<file path="src/hw/rtl/vt4_pkg.sv">
`timescale 1ns / 1ps
// Package for the 4x4 vertex transform: item kinds, fixed-point widths and
// the stage record handed along the cell chain. No dependencies.
package vt4_pkg;

  // Field widths and fixed-point constants.
  localparam int DATA_W   = 32;
  localparam int PROD_W   = 2 * DATA_W;
  localparam int ACC_W    = PROD_W + 2;
  localparam int FRAC_W   = 16;
  localparam int NUM_ROWS = 4;
  localparam int IDX_W    = 2;

  localparam logic signed [DATA_W-1:0] Q_ONE = DATA_W'(65536);

  // Item kinds.
  localparam logic [1:0] KIND_LOAD   = 2'd0;
  localparam logic [1:0] KIND_POINT  = 2'd1;
  localparam logic [1:0] KIND_VECTOR = 2'd2;
  localparam logic [1:0] KIND_NONE   = 2'd3;

  typedef logic signed [ACC_W-1:0]  acc_t;
  typedef logic signed [PROD_W-1:0] prod_t;

  // One item as it moves down the chain.
  typedef struct packed {
    logic                              valid;
    logic [1:0]                        kind;
    logic [IDX_W-1:0]                  row;
    logic [IDX_W-1:0]                  col;
    logic [DATA_W-1:0]                 value;
    logic [NUM_ROWS-1:0][DATA_W-1:0]   vec;
  } stage_t;

  // One finished result.
  typedef struct packed {
    logic [DATA_W-1:0] x;
    logic [DATA_W-1:0] y;
    logic [DATA_W-1:0] z;
    logic [DATA_W-1:0] w;
    logic              clipped;
  } result_t;

endpackage

</file>
<file path="src/hw/rtl/vt4_sat.sv">
`timescale 1ns / 1ps
// Tail of the chain: adds the last column's products, then shifts, saturates
// and holds the result in the output register. Depends on vt4_pkg.
module vt4_sat (
  input  logic             clk,
  input  logic             rst,
  input  logic             en,
  input  vt4_pkg::stage_t  stage_in,
  input  vt4_pkg::acc_t    acc_in  [vt4_pkg::NUM_ROWS],
  input  vt4_pkg::prod_t   prod_in [vt4_pkg::NUM_ROWS],
  output logic             res_valid,
  output vt4_pkg::result_t res
);
  import vt4_pkg::*;

  localparam acc_t SAT_MAX = ACC_W'(64'sd2147483647);
  localparam acc_t SAT_MIN = -ACC_W'(64'sd2147483648);

  logic                     sum_valid;
  logic                     sum_point;
  acc_t                     sum [NUM_ROWS];
  acc_t                     shifted [NUM_ROWS];
  logic [NUM_ROWS-1:0]      clip;
  logic [NUM_ROWS-1:0][DATA_W-1:0] val;
  logic                     xform;

  assign xform = stage_in.valid &&
                 ((stage_in.kind == KIND_POINT) || (stage_in.kind == KIND_VECTOR));

  // Final sum stage.
  always_ff @(posedge clk) begin
    if (rst) begin
      sum_valid <= 1'b0;
    end else if (en) begin
      sum_valid <= xform;
    end
  end

  always_ff @(posedge clk) begin
    if (en) begin
      sum_point <= (stage_in.kind == KIND_POINT);
      for (int r = 0; r < NUM_ROWS; r++) begin
        sum[r] <= acc_in[r] + ACC_W'(prod_in[r]);
      end
    end
  end

  // Floor shift and saturation to 32 bits; row three is dropped for points.
  always_comb begin
    for (int r = 0; r < NUM_ROWS; r++) begin
      shifted[r] = sum[r] >>> FRAC_W;
      clip[r]    = (shifted[r] > SAT_MAX) || (shifted[r] < SAT_MIN);
      if (shifted[r] > SAT_MAX) begin
        val[r] = SAT_MAX[DATA_W-1:0];
      end else if (shifted[r] < SAT_MIN) begin
        val[r] = SAT_MIN[DATA_W-1:0];
      end else begin
        val[r] = shifted[r][DATA_W-1:0];
      end
    end
    if (sum_point) begin
      clip[NUM_ROWS-1] = 1'b0;
      val[NUM_ROWS-1]  = '0;
    end
  end

  // Output register.
  always_ff @(posedge clk) begin
    if (rst) begin
      res_valid <= 1'b0;
    end else if (en) begin
      res_valid <= sum_valid;
    end
  end

  always_ff @(posedge clk) begin
    if (en) begin
      res.x       <= val[0];
      res.y       <= val[1];
      res.z       <= val[2];
      res.w       <= val[3];
      res.clipped <= |clip;
    end
  end

endmodule

</file>
<file path="config.mk">
export PLATFORM = sky130hd
export DESIGN_NAME = vt4_sat
export DESIGN_NICKNAME = d
export VERILOG_FILES = /design/src/hw/rtl/vt4_pkg.sv /design/src/hw/rtl/vt4_sat.sv
export SDC_FILE = /design/constraint.sdc
export NUM_CORES = 1
export LEC_CHECK = 0
export BUFFER_PORTS_ARGS = -buffer_cell sky130_fd_sc_hd__buf_2
export CAP_MARGIN = 20
export CORE_AREA = 2 2 315 317
export DETAILED_ROUTE_END_ITERATION = 6
export DIE_AREA = 0 0 317 319
export PLACE_DENSITY_LB_ADDON = 0.05
export SLEW_MARGIN = 20
export SYNTH_ARGS = -nofsm -noshare
export SYNTH_HDL_FRONTEND = slang
export SYNTH_SLANG_ARGS = --single-unit
export TNS_END_PERCENT = 100
</file>
<file path="constraint.sdc">
create_clock -name clk -period 5.6 [get_ports clk]
set_input_delay 0.56 -clock clk [delete_from_list [all_inputs] [get_ports clk]]
set_output_delay 0.56 -clock clk [all_outputs]
set_load 0.05 [all_outputs]
</file>
**Word-level counts from Yosys, hierarchy flattened**

Memories as Yosys holds them, arrays and structs flattened.
Index checks and enable logic that the tools add are counted.

- Reductions and logical operators: 8
- $lt $le $gt $ge: 8
- Eq/ne operators: 2
- $add $sub $neg: 4
- Mux-type cells: 8

Operators by type and width:

| operator | count |
|---|---|
| adder 66 x 64 -> 66 bit | 4 |
| > comparator 50 x 32 -> 1 bit, second input constant | 4 |
| < comparator 50 x 32 -> 1 bit, second input constant | 4 |
| two-way mux 32 bit | 4 |
| two-way mux 31 bit | 1 |
| logical OR 1 bit | 5 |
| OR reduction 4 bit | 1 |
| two-way mux 1 bit | 3 |
| equality test 2 x 1 -> 1 bit, second input constant | 1 |
| equality test 2 bit, second input constant | 1 |
| OR reduction 2 bit | 1 |
| logical AND 1 bit | 1 |

- RAM bits: 264
- Bits of input ports: 690
- Memories kept: 1
- Register bits after elaboration: 132
- Output and inout port bits: 130
- Word-level logic and storage cells: 40

Memories:

| memory | depth | width | rd ports | clocked after Yosys merged registers in | wr ports | RTL line | source |
|---|---|---|---|---|---|---|---|
| sum | 4 | 66 | 4 | 0 | 4 | vt4_sat.sv:21 | `acc_t sum [NUM_ROWS];` |

**Depth between registers and ports, before layout**

An unclocked memory read counts as a cell.

- Word-level depth: 5
- Gate-level depth with buffers: 13
- Gate-level depth less buffers: 12

**Worst setup path before layout**

OpenSTA, ideal clock, no wires.

- Path type: input to register
- Start point: in acc_in[72] (netlist name)
- End point: mem sum[2][65] (netlist name), data pin
- Setup time: 0.260 ns
- Buffers on the path: 0
- Data arrival time: 3.072 ns
- Setup slack: 2.268 ns
- Stages: 12
- Data required time: 5.340 ns
- Path through: ha_1 a211oi_1 o21ai_0 a2111oi_2 a21oi_1 a2111oi_2 o21a_2 o21ai_1 a21bo_2 a311oi_2 o21bai_1 xnor2_1

RTL lines:

| element | RTL line | source |
|---|---|---|
| from (decl) | vt4_sat.sv:9 | `input vt4_pkg::acc_t acc_in [vt4_pkg::NUM_ROWS],` |
| to (decl) | vt4_sat.sv:21 |  |

==> results.yml <==
clock_network:
  clock_sinks: 332
  root_buffer: "clkbuf_16"
  cts_resized: 0
  cts_buffers: 45
  cts_tree: "built"
  clockBufferDepth: 3
  postCtsSetupBuffers: 0
  cts_max_level: 2
  clk_pin_slew_worst_paths_ns: 0.06
  clk_latency_ns: 0.59
  postCtsHoldBufs: 0
timing:
  rsz0062_at_grt: "false"
  period_minus_slack_ns: 3.69
  slew_headroom_pct: 34.0
  setup-tns-final_ns: 0
  finClkSkew_ns: 0.0329
  period_share_pct: 65.9
  setup_viol: 0
  hold_viol_final: 0
  maxSlewViolCount: 0
  fmax_ghz: 0.271
  worst_pin_slew_ns: 0.986
synth:
  synth_ff_type: "edfxtp_1"
  yosys-top-cells-area: "edfxtp_1 (41%), ha_1 (13%), a21oi_1 (5.7%)"
  yosys_register_bits: 332
  async_reset_ff_share_pct: 0
  ys_warn_count: 0
  synthCells: 2431
  synth_area_per_cell_um2: 9.83
  yosys.area.top_type_share_pct: 41.5
  synth.net_count: 3378
  synth_most_common_cell: "nand2_1"
  synth_area_um2: 23900
  synth_commonest_cells: "nand2_1 (336), edfxtp_1 (330), a21oi_1 (270)"
  synth_edf_count: 330
  synth_largest_area_cell: "edfxtp_1"
  synth.yosys.seq_area_share_pct: 41.6
  ys_types: 81
critical_path:
  path_buf_inv: 1
  crit_family: "compound AO/OA/AOI/OAI gates"
  critPathKind: "input port to register"
  worst-path-max-fanout: 6
  critPathLaunch: "acc_in[148]"
  cp_cell_sequence: "buf_2 -> ha_1 -> a21o_1 -> a31oi_1 -> a21boi_0 -> o22ai_1 -> nor3_1 -> a21oi_1 -> a31oi_1 -> o21ai_0 -> a221oi_1 -> xnor2_1"
  r2r-start: "sum[0][62]"
  start_kind: "input port"
  cp_common_cell: "a31oi_1"
  crit_required_ns: 5.92
  critPathArrivalTime_ns: 4.01
  critPathSlowestCell: "a31oi_1"
  critical-path-max-stage-delay_ns: 0.61
  crit_path_end_kind: "register"
routing:
  routedWlPerCell_um: 19.6
  antenna_left: 0
  dr.pass1.iters: 5
  via_count: 21300
  drc: 0
  wl_mm: 85.6
  drt_iter0_drc: 1155
  viasPerCell: 4.86
run_status:
  status: "completed"
hold_path:
  hold_class: "input port to register"
  hold_start: "rst"
cells_and_area:
  multiInputGateArea_um2: 13500
  fin_util_pct: 30.8
  regArea_um2: 9950
  fill_cells: 10300
  nets: 3997
  area_growth_pct: 25.7
  drive_above_1_share_pct: 25.0
placement:
  dpl.hpwl_mm: 69.8
  gp_congestion: 0.851
  io_buffers: 655
job:
  drv_cap: 0
die:
  rows: 115
  start_util_pct: 24.5
  io_pins: 820
  coreArea_um2: 97700
  dieArea_um2: 101000
  die_h_um: 319
  die-width_um: 317
pwr:
  p_leak_nw: 13.1
  irDropWorstVdd_mv: 0.178
  power_density_nw_per_um2: 298
global_route:
  antenna_found_initial: 11
  grt_pass1_wl_mm: 128
  grt_overflow: 0
  gr-usage-all-layers_pct: 16.3
  grt_pass1_vias: 21800
  grt_max_degree: 127
power by group:
part,switching (W),total (W),internal (W)
registers,0.000123,0.00338,0.00325
logic,0.00178,0.00272,0.000947
clock network,0.00115,0.00286,0.00171
worst register-to-register path, delay by kind of cell, from the launching register on:
family	cells	cell delay [ns]
AO/OA/AOI/OAI	2	0.91
AND/OR/NAND/NOR	3	1.10
flip-flops	1	0.35
layer usage:
layer / routed length, um / GRT usage [%] / part of all wire, %
met2: 42600 / 29.0 / 50
met4: 1960 / 4.30 / 2.3
met5: 67 / 0 / 0.078
met1: 36700 / 20.2 / 43
met3: 4320 / 2.86 / 5.0
state kept, by name, indices dropped and copies added (netlist names):
register   cells
res          129
res_valid      1
sum          200
sum_point      1
sum_valid      1
metrics by stage:
stage	area, um2	setup slack [ns]	total power [W]	std cells	hold WS, ns
3_5_place_dp	28600	1.34	0.00618	4290	0.472
5_1_grt	30100	1.72	0.00949	4373	0.111
6_report	30100	1.91	0.00896	4375	0.158
4_1_cts	30000	1.99	0.00914	4370	0.0902
2_1_floorplan	23900	2.27	0.00522	2431	0.439
3_3_place_gp	28600	1.38	0.00618	4290	0.450
layout by cell type, fill, tap and decap left out, types with 8 or more instances in the layout:
cell type,synthesis,layout
buf_2,2,654
nand2_1,336,336
edfxtp_1,330,330
a21oi_1,270,270
ha_1,257,257
a21o_1,146,146
xnor2_1,121,121
o21ai_0,112,112
nor2_1,107,105
nand4_1,80,80
xor2_1,76,76
inv_1,54,54
o21a_1,47,47
nand3_1,46,46
clkbuf_16,0,45
o21bai_1,39,39
a31oi_1,29,29
a211oi_1,23,23
nor4_1,21,21
nor2b_1,20,20
and3_1,17,17
nor3_1,16,16
nand2b_1,13,13
or4_1,11,11
o211ai_1,10,10
clkinv_1,0,10
a211o_1,9,9
o21ai_1,12,9
o31ai_1,8,8
and4_1,8,8
a21boi_0,8,8
clkbuf_1,90,8
path summary, 6_finish.rpt:
path                                    to  slack [ns]  cells after the start
worst max register to register      res[0]        2.96                      5
worst min register to register   sum_valid        0.48                      2
worst max-delay path            sum[1][54]        1.91                     12
worst min-delay path             sum_valid        0.16                      2
final cells by class:
| class | count | area share (%) |
|---|---|---|
| Multi-Input combinational cell | 1953 | 44.8 |
| Sequential cell | 332 | 33.1 |
| Timing Repair Buffer | 664 | 11.2 |
| Tap cell | 1287 | 5.36 |
| Clock buffer | 53 | 3.85 |
| Clock inverter | 27 | 0.957 |
| Inverter | 54 | 0.674 |
| Antenna cell | 5 | 0.0416 |
logic make-up (layout without fill, tap and decap cells):
kind of cell / count (synthesis) / in the layout / share of synthesized area (%)
adder cells (fa/ha/maj): 257 / 257 / 13.5
AO/OA/AOI/OAI: 795 / 795 / 21.7
other: 0 / 5 / 0
XOR/XNOR: 197 / 197 / 7.22
multiplexers: 1 / 1 / 0.0419
flip-flops: 332 / 332 / 41.6
buffers and inverters: 146 / 798 / 2.30
AND/OR/NAND/NOR: 703 / 703 / 13.7
Power figures use the tool's default switching activity.
